[src/design/fptp_pkg.sv]
// Package for the FSK pulse and tone packer: shared types, codes and constants.
// No dependencies; fptp_regs, fptp_dp, fptp_ctrl and the top level import it.
`default_nettype none

package fptp_pkg;

    // Fixed field widths.
    localparam int SPU_W      = 31;
    localparam int INC_W      = 32;
    localparam int FRAC_W     = 64;
    localparam int TOTAL_W    = 32;
    localparam int INDEX_W    = 27;
    localparam int BITCNT_W   = 6;
    localparam int ADDR_W     = 4;
    localparam int DATA_W     = 32;

    // Samples appended for one pulse saturate here; 2048 samples give 64 words at most.
    localparam int MAX_PULSE_SAMPLES = 2048;
    localparam int CNT_W             = 12;
    localparam int WORD_BITS         = 32;

    // Register reset values.
    localparam logic [SPU_W-1:0] SPU_RESET   = 31'd1372671548;
    localparam logic [INC_W-1:0] MARK_RESET  = 32'd536870912;
    localparam logic [INC_W-1:0] SPACE_RESET = 32'd715827883;

    // Register indexes (paddr[3:2]).
    localparam logic [1:0] REG_SPU   = 2'd0;
    localparam logic [1:0] REG_MARK  = 2'd1;
    localparam logic [1:0] REG_SPACE = 2'd2;

    // Opcodes of an input request.
    localparam logic OP_PULSE = 1'b0;
    localparam logic OP_FLUSH = 1'b1;

    // Controller states.
    typedef enum logic [2:0] {
        S_IDLE,
        S_MUL,
        S_ADD,
        S_CNT,
        S_CHK,
        S_ERR,
        S_FLUSH,
        S_RUN
    } t_state;

    // Commands from the controller to the datapath.
    typedef struct packed {
        logic load;
        logic mul;
        logic add;
        logic count;
        logic arm;
        logic step;
        logic emit_flush;
        logic emit_err;
    } t_dp_cmd;

    // Status from the datapath to the controller.
    typedef struct packed {
        logic out_free;
        logic samples_zero;
        logic overflow;
        logic word_at_step;
        logic remain_one;
    } t_dp_status;

endpackage

`default_nettype wire

[src/design/fptp_req_if.sv]
// Input request channel of the packer: valid/ready handshake and pulse payload.
// Depends on no package.
`default_nettype none

interface fptp_req_if #(
    parameter int DW = 12
);
    logic          valid;
    logic          ready;
    logic          opcode;
    logic          pulse_polarity;
    logic [DW-1:0] duration_units;

    modport source (output valid, output opcode, output pulse_polarity,
                    output duration_units, input ready);
    modport sink   (input valid, input opcode, input pulse_polarity,
                    input duration_units, output ready);
endinterface

`default_nettype wire

[src/design/fptp_rsp_if.sv]
// Result channel of the packer: valid/ready handshake and packed word payload.
// Depends on no package.
`default_nettype none

interface fptp_rsp_if;
    logic        valid;
    logic        ready;
    logic [31:0] fsk_word;
    logic [31:0] tone_word;
    logic [26:0] word_index;
    logic [5:0]  bit_count;
    logic        length_error;
    logic        last;

    modport source (output valid, output fsk_word, output tone_word, output word_index,
                    output bit_count, output length_error, output last, input ready);
    modport sink   (input valid, input fsk_word, input tone_word, input word_index,
                    input bit_count, input length_error, input last, output ready);
endinterface

`default_nettype wire

[src/design/fptp_regs.sv]
// APB-style configuration registers: samples per unit and the two phase increments.
// Depends on fptp_pkg.
`default_nettype none

module fptp_regs
    import fptp_pkg::*;
(
    input  wire               i_clk,
    input  wire               i_rst_n,
    input  wire               psel,
    input  wire               penable,
    input  wire               pwrite,
    input  wire  [ADDR_W-1:0] paddr,
    input  wire  [DATA_W-1:0] pwdata,
    output logic [DATA_W-1:0] prdata,
    output logic              pready,
    output logic [SPU_W-1:0]  o_spu,
    output logic [INC_W-1:0]  o_mark_inc,
    output logic [INC_W-1:0]  o_space_inc
);

    logic [SPU_W-1:0] r_spu;
    logic [INC_W-1:0] r_mark;
    logic [INC_W-1:0] r_space;
    logic [1:0]       reg_idx;
    logic             wr_en;

    assign pready  = 1'b1;
    assign reg_idx = paddr[ADDR_W-1:2];
    assign wr_en   = psel && penable && pwrite && pready;

    // Register writes in the access phase.
    always_ff @(posedge i_clk) begin
        if (!i_rst_n) begin
            r_spu   <= SPU_RESET;
            r_mark  <= MARK_RESET;
            r_space <= SPACE_RESET;
        end else if (wr_en) begin
            if (reg_idx == REG_SPU) begin
                r_spu <= pwdata[SPU_W-1:0];
            end
            if (reg_idx == REG_MARK) begin
                r_mark <= pwdata;
            end
            if (reg_idx == REG_SPACE) begin
                r_space <= pwdata;
            end
        end
    end

    // Read-back multiplexer.
    always_comb begin
        unique case (reg_idx)
            REG_SPU:   prdata = {1'b0, r_spu};
            REG_MARK:  prdata = r_mark;
            REG_SPACE: prdata = r_space;
            default:   prdata = '0;
        endcase
    end

    assign o_spu       = r_spu;
    assign o_mark_inc  = r_mark;
    assign o_space_inc = r_space;

endmodule

`default_nettype wire

[src/design/fptp_dp.sv]
// Datapath of the packer: duration multiply, carry update, phase accumulator,
// word packing and the result register. Depends on fptp_pkg.
`default_nettype none

module fptp_dp
    import fptp_pkg::*;
#(
    parameter int DURATION_BITS = 12
) (
    input  wire                      i_clk,
    input  wire                      i_rst_n,
    input  t_dp_cmd                  i_cmd,
    output t_dp_status               o_st,
    input  wire                      i_pulse_polarity,
    input  wire  [DURATION_BITS-1:0] i_duration_units,
    input  wire  [SPU_W-1:0]         i_spu,
    input  wire  [INC_W-1:0]         i_mark_inc,
    input  wire  [INC_W-1:0]         i_space_inc,
    input  wire                      i_out_ready,
    output logic                     o_out_valid,
    output logic [31:0]              o_fsk_word,
    output logic [31:0]              o_tone_word,
    output logic [INDEX_W-1:0]       o_word_index,
    output logic [BITCNT_W-1:0]      o_bit_count,
    output logic                     o_length_error,
    output logic                     o_last
);

    localparam int PROD_W = DURATION_BITS + SPU_W;

    // Item registers.
    logic                     r_pol;
    logic [DURATION_BITS-1:0] r_dur;
    logic [PROD_W-1:0]        r_prod;
    logic [FRAC_W-1:0]        r_f;
    logic [TOTAL_W-1:0]       r_samples;
    logic [INC_W-1:0]         r_inc;
    logic [CNT_W-1:0]         r_remain;

    // Persistent state.
    logic [FRAC_W-1:0]        r_carry;
    logic [INC_W-1:0]         r_phase;
    logic [TOTAL_W-1:0]       r_total;
    logic [31:0]              r_part_fsk;
    logic [31:0]              r_part_tone;

    // Result register.
    logic                     r_out_valid;
    logic [31:0]              r_out_fsk;
    logic [31:0]              r_out_tone;
    logic [INDEX_W-1:0]       r_out_index;
    logic [BITCNT_W-1:0]      r_out_count;
    logic                     r_out_err;
    logic                     r_out_last;

    logic [INC_W-1:0]         n_phase;
    logic [4:0]               offset;
    logic [4:0]               bit_pos;
    logic                     word_done;
    logic                     out_free;
    logic                     emit_word;

    assign n_phase   = r_phase + r_inc;
    assign offset    = r_total[4:0];
    assign bit_pos   = ~offset;
    assign word_done = &offset;
    assign out_free  = !r_out_valid || i_out_ready;
    assign emit_word = i_cmd.step && word_done;

    // Capture the request payload.
    always_ff @(posedge i_clk) begin
        if (i_cmd.load) begin
            r_pol <= i_pulse_polarity;
            r_dur <= i_duration_units;
        end
    end

    // Duration times samples per unit, then the sample count from the 32.32 sum.
    always_ff @(posedge i_clk) begin
        if (i_cmd.mul) begin
            r_prod <= PROD_W'(r_dur) * PROD_W'(i_spu);
        end
        if (i_cmd.add) begin
            r_f <= r_carry + FRAC_W'(r_prod);
        end
        if (i_cmd.count) begin
            // A negative sum yields no samples; otherwise round to nearest.
            r_samples <= r_f[FRAC_W-1] ? '0 : r_f[63:32] + TOTAL_W'(r_f[31]);
        end
        if (i_cmd.arm) begin
            r_inc <= r_pol ? i_mark_inc : i_space_inc;
        end
    end

    // Remaining samples of the current pulse, saturated at the pulse maximum.
    always_ff @(posedge i_clk) begin
        if (!i_rst_n) begin
            r_remain <= '0;
        end else if (i_cmd.arm) begin
            r_remain <= (r_samples > TOTAL_W'(MAX_PULSE_SAMPLES)) ?
                        CNT_W'(MAX_PULSE_SAMPLES) : r_samples[CNT_W-1:0];
        end else if (i_cmd.step) begin
            r_remain <= r_remain - 1'b1;
        end
    end

    // Fractional carry: keep the residue after removing the whole samples; a negative sum is kept whole.
    always_ff @(posedge i_clk) begin
        if (!i_rst_n) begin
            r_carry <= '0;
        end else if (i_cmd.count) begin
            if (r_f[FRAC_W-1]) begin
                r_carry <= r_f;
            end else begin
                r_carry <= {{32{r_f[31]}}, r_f[31:0]};
            end
        end
    end

    // One sample per step: phase accumulator and MSB-first packing.
    always_ff @(posedge i_clk) begin
        if (!i_rst_n) begin
            r_phase     <= '0;
            r_total     <= '0;
            r_part_fsk  <= '0;
            r_part_tone <= '0;
        end else if (i_cmd.step) begin
            r_phase <= n_phase;
            r_total <= r_total + 1'b1;
            if (word_done) begin
                r_part_fsk  <= '0;
                r_part_tone <= '0;
            end else begin
                r_part_fsk[bit_pos]  <= r_pol;
                r_part_tone[bit_pos] <= n_phase[31];
            end
        end
    end

    // Result register valid flag.
    always_ff @(posedge i_clk) begin
        if (!i_rst_n) begin
            r_out_valid <= 1'b0;
        end else if (emit_word || i_cmd.emit_flush || i_cmd.emit_err) begin
            r_out_valid <= 1'b1;
        end else if (i_out_ready) begin
            r_out_valid <= 1'b0;
        end
    end

    // Result payload: completed word, flushed partial word or length error.
    always_ff @(posedge i_clk) begin
        if (emit_word) begin
            r_out_fsk   <= {r_part_fsk[31:1], r_pol};
            r_out_tone  <= {r_part_tone[31:1], n_phase[31]};
            r_out_index <= r_total[TOTAL_W-1:5];
            r_out_count <= BITCNT_W'(WORD_BITS);
            r_out_err   <= 1'b0;
            r_out_last  <= (r_remain <= CNT_W'(WORD_BITS));
        end else if (i_cmd.emit_flush) begin
            r_out_fsk   <= r_part_fsk;
            r_out_tone  <= r_part_tone;
            r_out_index <= r_total[TOTAL_W-1:5];
            r_out_count <= BITCNT_W'(offset);
            r_out_err   <= 1'b0;
            r_out_last  <= 1'b1;
        end else if (i_cmd.emit_err) begin
            r_out_fsk   <= '0;
            r_out_tone  <= '0;
            r_out_index <= '0;
            r_out_count <= '0;
            r_out_err   <= 1'b1;
            r_out_last  <= 1'b1;
        end
    end

    assign o_out_valid    = r_out_valid;
    assign o_fsk_word     = r_out_fsk;
    assign o_tone_word    = r_out_tone;
    assign o_word_index   = r_out_index;
    assign o_bit_count    = r_out_count;
    assign o_length_error = r_out_err;
    assign o_last         = r_out_last;

    // Status toward the controller.
    assign o_st.out_free     = out_free;
    assign o_st.samples_zero = (r_samples == '0);
    assign o_st.overflow     = (~r_total < r_samples);
    assign o_st.word_at_step = word_done;
    assign o_st.remain_one   = (r_remain == CNT_W'(1));

    // A completed word is only produced when the result register can take it.
    a_word_slot_free: assert property (@(posedge i_clk) disable iff (!i_rst_n)
        emit_word |-> out_free)
        else $error("word completed while result register busy");

    // The per-pulse sample count never exceeds the saturation limit.
    a_remain_bound: assert property (@(posedge i_clk) disable iff (!i_rst_n)
        r_remain <= CNT_W'(MAX_PULSE_SAMPLES))
        else $error("remaining sample count out of range");

    // After a word completes the partial words start empty.
    a_part_cleared: assert property (@(posedge i_clk) disable iff (!i_rst_n)
        emit_word |=> (r_part_fsk == '0) && (r_part_tone == '0))
        else $error("partial words not cleared after word completion");

    // An error result always closes its request.
    a_err_last: assert property (@(posedge i_clk) disable iff (!i_rst_n)
        (r_out_valid && r_out_err) |-> r_out_last)
        else $error("length error result without last");

endmodule

`default_nettype wire

[src/design/fptp_ctrl.sv]
// Controller of the packer: sequences multiply, carry add, count, check, the per-sample loop, flush and error.
// Depends on fptp_pkg.
`default_nettype none

module fptp_ctrl
    import fptp_pkg::*;
(
    input  wire        i_clk,
    input  wire        i_rst_n,
    input  wire        i_req_valid,
    input  wire        i_req_opcode,
    input  t_dp_status i_st,
    output logic       o_req_ready,
    output t_dp_cmd    o_cmd
);

    t_state r_state;
    t_state n_state;

    // State register.
    always_ff @(posedge i_clk) begin
        if (!i_rst_n) begin
            r_state <= S_IDLE;
        end else begin
            r_state <= n_state;
        end
    end

    // Next state and datapath commands.
    always_comb begin
        n_state     = r_state;
        o_cmd       = '0;
        o_req_ready = 1'b0;
        unique case (r_state)
            S_IDLE: begin
                o_req_ready = 1'b1;
                if (i_req_valid) begin
                    o_cmd.load = 1'b1;
                    n_state    = (i_req_opcode == OP_FLUSH) ? S_FLUSH : S_MUL;
                end
            end
            S_MUL: begin
                o_cmd.mul = 1'b1;
                n_state   = S_ADD;
            end
            S_ADD: begin
                o_cmd.add = 1'b1;
                n_state   = S_CNT;
            end
            S_CNT: begin
                o_cmd.count = 1'b1;
                n_state     = S_CHK;
            end
            S_CHK: begin
                priority if (i_st.samples_zero) begin
                    n_state = S_IDLE;
                end else if (i_st.overflow) begin
                    n_state = S_ERR;
                end else begin
                    o_cmd.arm = 1'b1;
                    n_state   = S_RUN;
                end
            end
            S_ERR: begin
                if (i_st.out_free) begin
                    o_cmd.emit_err = 1'b1;
                    n_state        = S_IDLE;
                end
            end
            S_FLUSH: begin
                if (i_st.out_free) begin
                    o_cmd.emit_flush = 1'b1;
                    n_state          = S_IDLE;
                end
            end
            S_RUN: begin
                // A sample that completes a word waits for the result register.
                if (i_st.out_free || !i_st.word_at_step) begin
                    o_cmd.step = 1'b1;
                    if (i_st.remain_one) begin
                        n_state = S_IDLE;
                    end
                end
            end
            default: begin
                n_state = S_IDLE;
            end
        endcase
    end

    // At most one source of results is active in a cycle.
    a_one_emit: assert property (@(posedge i_clk) disable iff (!i_rst_n)
        $onehot0({o_cmd.step, o_cmd.emit_flush, o_cmd.emit_err}))
        else $error("more than one result source active");

    // The final sample of a pulse returns the controller to idle.
    a_run_done: assert property (@(posedge i_clk) disable iff (!i_rst_n)
        (r_state == S_RUN && o_cmd.step && i_st.remain_one) |=> (r_state == S_IDLE))
        else $error("sample loop did not finish");

    // An accepted request always leaves the idle state.
    a_accept_busy: assert property (@(posedge i_clk) disable iff (!i_rst_n)
        (i_req_valid && o_req_ready) |=> (r_state != S_IDLE))
        else $error("accepted request did not start");

endmodule

`default_nettype wire

[src/design/fsk_pulse_tone_packer_top.sv]
// Pulse request: multiply, carry add, count and length check, then one sample per cycle (up to 2048)
// unless a completed word waits; the phase accumulator steps once per sample. A flush waits for a free
// result register; a zero-sample pulse ends after the check. Word results come out of a registered
// result stage in the cycle after the sample that completes them; a full stage stalls the loop.
// Reset (i_rst_n, synchronous, active low) clears carry, phase, sample total, partial words
// and restores the register defaults.
// Top level of the FSK pulse and tone packer; depends on fptp_pkg, the channel interfaces,
// fptp_regs, fptp_dp and fptp_ctrl.
`default_nettype none

module fsk_pulse_tone_packer_top
    import fptp_pkg::*;
#(
    parameter int DURATION_BITS = 12
) (
    input  wire               i_clk,
    input  wire               i_rst_n,
    fptp_req_if.sink          i_req,
    fptp_rsp_if.source        o_rsp,
    input  wire               psel,
    input  wire               penable,
    input  wire               pwrite,
    input  wire  [ADDR_W-1:0] paddr,
    input  wire  [DATA_W-1:0] pwdata,
    output logic [DATA_W-1:0] prdata,
    output logic              pready
);

    logic [SPU_W-1:0] spu;
    logic [INC_W-1:0] mark_inc;
    logic [INC_W-1:0] space_inc;
    t_dp_cmd          cmd;
    t_dp_status       st;
    logic             req_ready;

    // Configuration registers.
    fptp_regs u_regs (
        .i_clk       (i_clk),
        .i_rst_n     (i_rst_n),
        .psel        (psel),
        .penable     (penable),
        .pwrite      (pwrite),
        .paddr       (paddr),
        .pwdata      (pwdata),
        .prdata      (prdata),
        .pready      (pready),
        .o_spu       (spu),
        .o_mark_inc  (mark_inc),
        .o_space_inc (space_inc)
    );

    // Sequencing.
    fptp_ctrl u_ctrl (
        .i_clk        (i_clk),
        .i_rst_n      (i_rst_n),
        .i_req_valid  (i_req.valid),
        .i_req_opcode (i_req.opcode),
        .i_st         (st),
        .o_req_ready  (req_ready),
        .o_cmd        (cmd)
    );

    assign i_req.ready = req_ready;

    // Arithmetic, packing and result register.
    fptp_dp #(
        .DURATION_BITS (DURATION_BITS)
    ) u_dp (
        .i_clk            (i_clk),
        .i_rst_n          (i_rst_n),
        .i_cmd            (cmd),
        .o_st             (st),
        .i_pulse_polarity (i_req.pulse_polarity),
        .i_duration_units (i_req.duration_units),
        .i_spu            (spu),
        .i_mark_inc       (mark_inc),
        .i_space_inc      (space_inc),
        .i_out_ready      (o_rsp.ready),
        .o_out_valid      (o_rsp.valid),
        .o_fsk_word       (o_rsp.fsk_word),
        .o_tone_word      (o_rsp.tone_word),
        .o_word_index     (o_rsp.word_index),
        .o_bit_count      (o_rsp.bit_count),
        .o_length_error   (o_rsp.length_error),
        .o_last           (o_rsp.last)
    );

endmodule

`default_nettype wire
[src/flat_wrapper.sv]
// flat-port wrapper written by rule: the top's interface ports become plain ports
module fsk_pulse_tone_packer_top_flat import fptp_pkg::*;
#(
    parameter int DURATION_BITS = 12
)
  (i_clk, i_rst_n, psel, penable, pwrite, paddr, pwdata, prdata, pready, i_req_valid, i_req_opcode, i_req_pulse_polarity, i_req_duration_units, i_req_ready, o_rsp_valid, o_rsp_fsk_word, o_rsp_tone_word, o_rsp_word_index, o_rsp_bit_count, o_rsp_length_error, o_rsp_last, o_rsp_ready);
  fptp_req_if i_req_i ();
  fptp_rsp_if o_rsp_i ();
  input  wire i_clk;
  input  wire i_rst_n;
  input  wire psel;
  input  wire penable;
  input  wire pwrite;
  input  wire  [ADDR_W-1:0] paddr;
  input  wire  [DATA_W-1:0] pwdata;
  output logic [DATA_W-1:0] prdata;
  output logic pready;
  input wire logic [$bits(i_req_i.valid)-1:0] i_req_valid;
  input wire logic [$bits(i_req_i.opcode)-1:0] i_req_opcode;
  input wire logic [$bits(i_req_i.pulse_polarity)-1:0] i_req_pulse_polarity;
  input wire logic [$bits(i_req_i.duration_units)-1:0] i_req_duration_units;
  output wire logic [$bits(i_req_i.ready)-1:0] i_req_ready;
  output wire logic [$bits(o_rsp_i.valid)-1:0] o_rsp_valid;
  output wire logic [$bits(o_rsp_i.fsk_word)-1:0] o_rsp_fsk_word;
  output wire logic [$bits(o_rsp_i.tone_word)-1:0] o_rsp_tone_word;
  output wire logic [$bits(o_rsp_i.word_index)-1:0] o_rsp_word_index;
  output wire logic [$bits(o_rsp_i.bit_count)-1:0] o_rsp_bit_count;
  output wire logic [$bits(o_rsp_i.length_error)-1:0] o_rsp_length_error;
  output wire logic [$bits(o_rsp_i.last)-1:0] o_rsp_last;
  input wire logic [$bits(o_rsp_i.ready)-1:0] o_rsp_ready;
  assign i_req_i.valid = i_req_valid;
  assign i_req_i.opcode = i_req_opcode;
  assign i_req_i.pulse_polarity = i_req_pulse_polarity;
  assign i_req_i.duration_units = i_req_duration_units;
  assign i_req_ready = i_req_i.ready;
  assign o_rsp_valid = o_rsp_i.valid;
  assign o_rsp_fsk_word = o_rsp_i.fsk_word;
  assign o_rsp_tone_word = o_rsp_i.tone_word;
  assign o_rsp_word_index = o_rsp_i.word_index;
  assign o_rsp_bit_count = o_rsp_i.bit_count;
  assign o_rsp_length_error = o_rsp_i.length_error;
  assign o_rsp_last = o_rsp_i.last;
  assign o_rsp_i.ready = o_rsp_ready;
  fsk_pulse_tone_packer_top #(.DURATION_BITS(DURATION_BITS)) u_core (.i_clk(i_clk), .i_rst_n(i_rst_n), .i_req(i_req_i), .o_rsp(o_rsp_i), .psel(psel), .penable(penable), .pwrite(pwrite), .paddr(paddr), .pwdata(pwdata), .prdata(prdata), .pready(pready));
endmodule
[config.mk]
export PLATFORM = sky130hd
export DESIGN_NAME = fsk_pulse_tone_packer_top_flat
export DESIGN_NICKNAME = d
export VERILOG_FILES = /design/src/design/fptp_pkg.sv /design/src/design/fptp_req_if.sv /design/src/design/fptp_rsp_if.sv /design/src/design/fptp_regs.sv /design/src/design/fptp_dp.sv /design/src/design/fptp_ctrl.sv /design/src/design/fsk_pulse_tone_packer_top.sv /design/src/flat_wrapper.sv
export SDC_FILE = /design/constraint.sdc
export NUM_CORES = 2
export LEC_CHECK = 0
export BUFFER_PORTS_ARGS = -buffer_cell sky130_fd_sc_hd__buf_4
export CAP_MARGIN = 20
export CORE_MARGIN = 5
export CORE_UTILIZATION = 40
export CTS_BUF_LIST = sky130_fd_sc_hd__clkbuf_8
export DETAILED_ROUTE_END_ITERATION = 10
export GPL_TIMING_DRIVEN = 0
export PLACE_DENSITY = 0.55
export SYNTH_ARGS = -nofsm -noshare
export SYNTH_HDL_FRONTEND = slang
export SYNTH_HIERARCHICAL = 1
export SYNTH_SLANG_ARGS = --single-unit
export TNS_END_PERCENT = 10
[constraint.sdc]
create_clock -name i_clk -period 14.5 [get_ports i_clk]
set_input_delay 2.9 -clock i_clk [delete_from_list [all_inputs] [get_ports i_clk]]
set_output_delay 2.9 -clock i_clk [all_outputs]
set_load 0.03 [all_outputs]
* Word-level counts from Yosys, hierarchy flattened *
Cells that the tools add are included.

cells by class
  add/subtract/negate cells = 5
  $mul = 1
  $lt $le $gt $ge = 5
  equality and inequality tests = 14
  multiplexer cells = 49
  bitwise operators = 2
  reduce and logical (&&, ||, !) cells = 24

operators with widths
  operator                 count
  $mux W32                 8
  $pmux W32 S3             1
  $mux W27                 3
  $add A64 B43 Y64         1
  $bwmux W32               2
  $mux W64                 1
  $mul A12 B31 Y43         1
  $mux W12                 3
  $add A32 B1 Y32          1
  $add A32 B1 Y32 const B  1
  $add A32 B32 Y32         1
  $gt A32 B12 Y1 const B   1
  $logic_not A32 Y1        1
  $lt A32 B32 Y1           1
  $not A32 Y32             1
  $pmux W3 S7              1
  $mux W1                  20
  $mux W3                  6
  $eq A12 B1 Y1 const B    1
  $eq A3 B3 Y1 const B     4
  $le A12 B6 Y1 const B    1
  $mux W6                  2
  $sub A12 B1 Y12 const B  1
  $eq A3 B2 Y1 const B     2
  other kinds (21)         35

storage, ports and cells
  register bits = 586
  input bits = 57
  output and inout bits = 134
  word-level logic and storage cells = 123

* Depth between registers and ports, before layout *
  depth in word-level cells = 9
  mapped depth = 22
  mapped depth without buffers = 21

* By module *
Netlist, hierarchy kept.

by module, submodules not included
  module     times used  cells an instance  area an instance (um^2)  sequential area each (um^2)
  fptp_dp    1           3650               35019.8                  12532.0
  fptp_regs  1           491                4317.9                   1901.8
  fptp_ctrl  1           41                 299.0                    60.1

* Least setup slack after synthesis *
Ideal clock, no wire load.

  path kind = input to register
  start point = input o_rsp_ready
  end point = register u_core.u_dp.r_out_fsk[0] (netlist: u_core/u_dp/o_fsk_word[0]) (enable)
  setup time = 874 ps
  arrival time = 5970 ps
  data required time = 13626 ps
  slack = 7656 ps
  stages = 10
  path buffers = 4
  path through = nand2b_1 > buf_4 > inv_1 > a21oi_1 > and2_1 > clkbuf_1 > nor2_1 > clkbuf_1 > clkbuf_1 > nand2_1

RTL lines
  element               line                source
  from (decl)           flat_wrapper.sv:30  input wire logic [$bits(o_rsp_i.ready)-1:0] o_rsp_ready;
  to (signal assigned)  fptp_dp.sv:154      r_out_fsk <= {r_part_fsk[31:1], r_pol};
  to (signal assigned)  fptp_dp.sv:161      r_out_fsk <= r_part_fsk;
  to (decl)             fptp_dp.sv:49       logic [31:0] r_out_fsk;

* Final worst setup path *
  start point = input paddr[3]
  end point = output prdata[29]

on the way
  word-level cells in the longest chain between the ends = 2
  elaborated cells on any way between the ends = 4
  those cells by class = eq/ne: 2; mux: 1; reduce/logical: 1

ends and longest elaborated chain
  element                               line                source
  from (decl)                           flat_wrapper.sv:14  input wire [ADDR_W-1:0] paddr;
  $eq A2 B2 Y1 (tied with other cells)  fptp_regs.sv:53     unique case (reg_idx)
  $pmux W32 S3 (*)                      fptp_regs.sv:53
  to (decl)                             flat_wrapper.sv:16  output logic [DATA_W-1:0] prdata;

Mark *: on every way between the ends. The rest lies on a longest branch, timed or not.

==> summary.md <==
| Metric | Value |
|---|---|
| Status | `finished clean` |
| HPWL after DPL | `85.5 mm` |
| Setup Skew | `0.0682 ns` |
| Via count | `29,700` |
| GR Overflow Total | `0` |
| # port buffers | `187` |
| DRT Pass-1 Iters | `5` |
| CP bufs+invs | `5` |
| Die Width | `325 um` |
| Min-delay worst type | `reg -> reg` |
| FFs w/ async S/R, synth | `0%` |
| Final Util | `about 46%` |
| Worst-Skew Late Latency | `roughly 0.76 ns` |
| Area leader, netlist | `edfxtp_1` |
| Top_reg_cell synth | `dfxtp_1` |
| FP Rows | `115` |
| Final RePlAce weighted congestion | `0.894` |
| I/O pin total | `191` |
| Iteration-0 DRC Markers | `~1,900` |
| Fin crit period | `7.34 ns` |
| Rel. slew slack | `approximately a quarter` |
| Cts hold-fix bufs | `0` |
| Post-Syn Area per Cell | `9.48 um^2` |
| CP max stage cell | `buf_2` |
| Worst Tran Pin Value | `1.10 ns` |
| Antenna violations before repair | `4` |
| Die Area | `105,000 um^2` |
| Max-cap violation count | `0` |
| Worst VDD drop | `approximately 0.00016 V` |
| Critical path type | `in -> out` |
| Top post-synthesis cells by area | `edfxtp_1 21%, dfxtp_1 16%, fa_1 15%` |
| Die H | `325 um` |
| Pwr dens | `190 nW/um^2` |
| Crit start category | `input pin` |
| CTS tree | `done` |
| Worst path top cell family by delay | `buffers and inverters` |
| Most instantiated cells after synthesis | `526 x nand2_1, 467 x inv_1, 310 x dfxtp_1` |
| Synth warn | `6` |
| Final hold vios | `0` |
| Longest Clk Path Bufs | `3` |
| Lkg Pwr | `18.9 nW` |
| WL final | `110 mm` |
| Root buf cell | `clkbuf_8` |
| Via density per instance | `5.07` |
| Post-Syn Area | `39,600 um^2` |
| Global-route wire length before repair | `between 150 and 200 mm` |
| Final setup viols | `0` |
| Post-CTS sizing | `0` |
| CTS buffer count | `104` |
| Period Utilization, post-route | `50.6%` |
| Area share of the largest cell type after synthesis | `20.9%` |
| Post-Synthesis Net Count | `4,727` |
| # clock sinks | `~600` |
| Req. time, crit path | `roughly 12 ns` |
| Most frequent cell after synthesis | `nand2_1` |
| Netlist cell types | `81` |
| Crit-path cells | `buf_4 > buf_2 > nor2b_1 > buf_2 > buf_2 > nand2_1 > o21ai_1 > buf_4` |
| DRT antenna net count | `0` |
| Vias in the first global route | `about 30,000` |
| Slew Viols, Final | `0` |
| Arrival time at the worst endpoint | `4.44 ns` |
| Starting Density | `40.3%` |
| Pin count of the biggest net entering global routing | `52` |
| Final #Nets | `roughly 5,000` |
| Core footprint | `98,400 um^2` |
| Tot GR Track Use | `20.5%` |
| Number of flops mapped to enable cells by yosys | `276` |
| Wire per inst | `roughly 19 um` |
| F_max | `136 MHz` |
| Number of H-tree levels | `3` |
| Worst-path fanout max | `10` |
| Seq/Total Area, Yosys | `36.6%` |
| Crit end category | `output pin` |
| Syn-to-layout area delta | `13.4%` |
| Critical Path Most Common Cell | `buf_2` |
| Share of layout cells above drive strength 1 | `10.0%` |
| RSZ-0062 raised after global routing | `no` |
| Post-CTS Setup Bufs | `0` |
| Remaining routing DRC violations | `0` |
| Synth Register Bits | `586` |
| Crit-path max cell delay | `0.28 ns` |
| Mapped Cells | `4,182` |
| Setup TNS Final | `0 ns` |
| Clock-pin transition on the worst setup and hold timing paths | `roughly 0.050 ns` |
## registers in the layout, indices dropped and copies added, names as in the netlist, 3 cells and up
signal,cells
u_core/u_dp/r_samples,32
u_core/u_dp/r_dur,12
u_core/u_regs/o_mark_inc,32
u_core/u_dp/r_total,32
u_core/u_regs/o_space_inc,32
u_core/u_dp/r_phase,32
u_core/u_dp/r_part_tone,32
u_core/u_dp/r_f,64
u_core/u_dp/r_inc,32
u_core/u_dp/r_part_fsk,32
u_core/u_dp/o_tone_word,32
u_core/u_ctrl/r_state,3
u_core/u_dp/o_fsk_word,32
u_core/u_regs/o_spu,31
u_core/u_dp/r_prod,43
u_core/u_dp/r_carry,64
u_core/u_dp/r_remain,12
u_core/u_dp/o_bit_count,6
u_core/u_dp/o_word_index,27
## cell type report
class                   instances  area [um^2]
well taps                    1287         1610
multi-input cells            2906        22500
inverters                     469         1760
clock inverters                76          407
flip-flops and latches        586        14500
clock buffers                 122         1680
fillers                      9667        53500
diodes                          1         2.50
plain buffers                 221          925
repair buffers                199         1580
## kinds of logic (layout without fill, tap and decap cells)
logic type / Yosys count / after routing / share of synthesized area, %
muxes: 180 / 180 / 4.68
buffers and inverters: 690 / 1087 / 6.77
DFF: 586 / 586 / 36.6
xor gates and xnor gates: 177 / 177 / 3.91
and+or+nand+nor: 1338 / 1338 / 15.8
adders and majority gates: 488 / 488 / 20.9
other: 1 / 2 / 0.00946
AOI/OAI and AO/OA: 722 / 722 / 11.3
## path summary, 6_finish.rpt
kind / from / slack [ns] / endpoint / cells past startpoint
worst min-delay path: u_core/u_dp/r_part_tone[10] / 0.47 / u_core/u_dp/r_part_tone[10] / 2
worst max-delay path: paddr[3] / 7.16 / prdata[29] / 8
worst max register to register: u_core/u_regs/o_spu[0] / 7.47 / u_core/u_dp/r_prod[36] / 18
worst min register to register: u_core/u_dp/r_part_tone[10] / 0.47 / u_core/u_dp/r_part_tone[10] / 2
## cell usage in the layout, fill, tap and decap left out, types with 144 or more instances in the layout
cell type	instances
o21ai_0	144
a21oi_1	219
edfxtp_1	276
nand2_1	525
mux2i_1	146
nor2_1	293
buf_4	197
clkbuf_1	183
dfxtp_1	310
ha_1	196
fa_1	292
inv_1	508
## worst min-delay path: stages, from the launching register on
cell and delay [ns]:
dfxtp_1 0.31, nand3_1 0.07, o21ai_2 0.05
## power by group
group | switching (W) | internal (W) | leakage, nW
sequential | 0.000102 | 0.00215 | 5.03
clock | 0.000722 | 0.000793 | 1.23
combinational | 0.00285 | 0.00192 | 12.6
total | 0.00367 | 0.00486 | 18.9
## per-layer routing
metal / vias up / wire (um) / GRT usage, %
met5: - / 0 / 0
met4: 0 / 3800 / 7.38
met3: 154 / 6320 / 3.49
met2: 752 / 49100 / 32.5
met1: 14200 / 50600 / 28.4
li1: 14700 / - / -
## stage by stage
stage / hold WS, ns / cell area (um^2) / worst slack (ns) / cells / power, W
global route: 0.481 / 44900 / 7.09 / 5867 / 0.00939
floorplan: 0.429 / 39600 / 7.66 / 4182 / 0.00586
finish: 0.469 / 44900 / 7.16 / 5867 / 0.00854
CTS: 0.469 / 44900 / 7.18 / 5866 / 0.00862
global placement: 0.450 / 42700 / 5.31 / 5656 / 0.00703
detailed placement: 0.460 / 42900 / 7.18 / 5668 / 0.00705
Power figures use the tool's default switching activity.
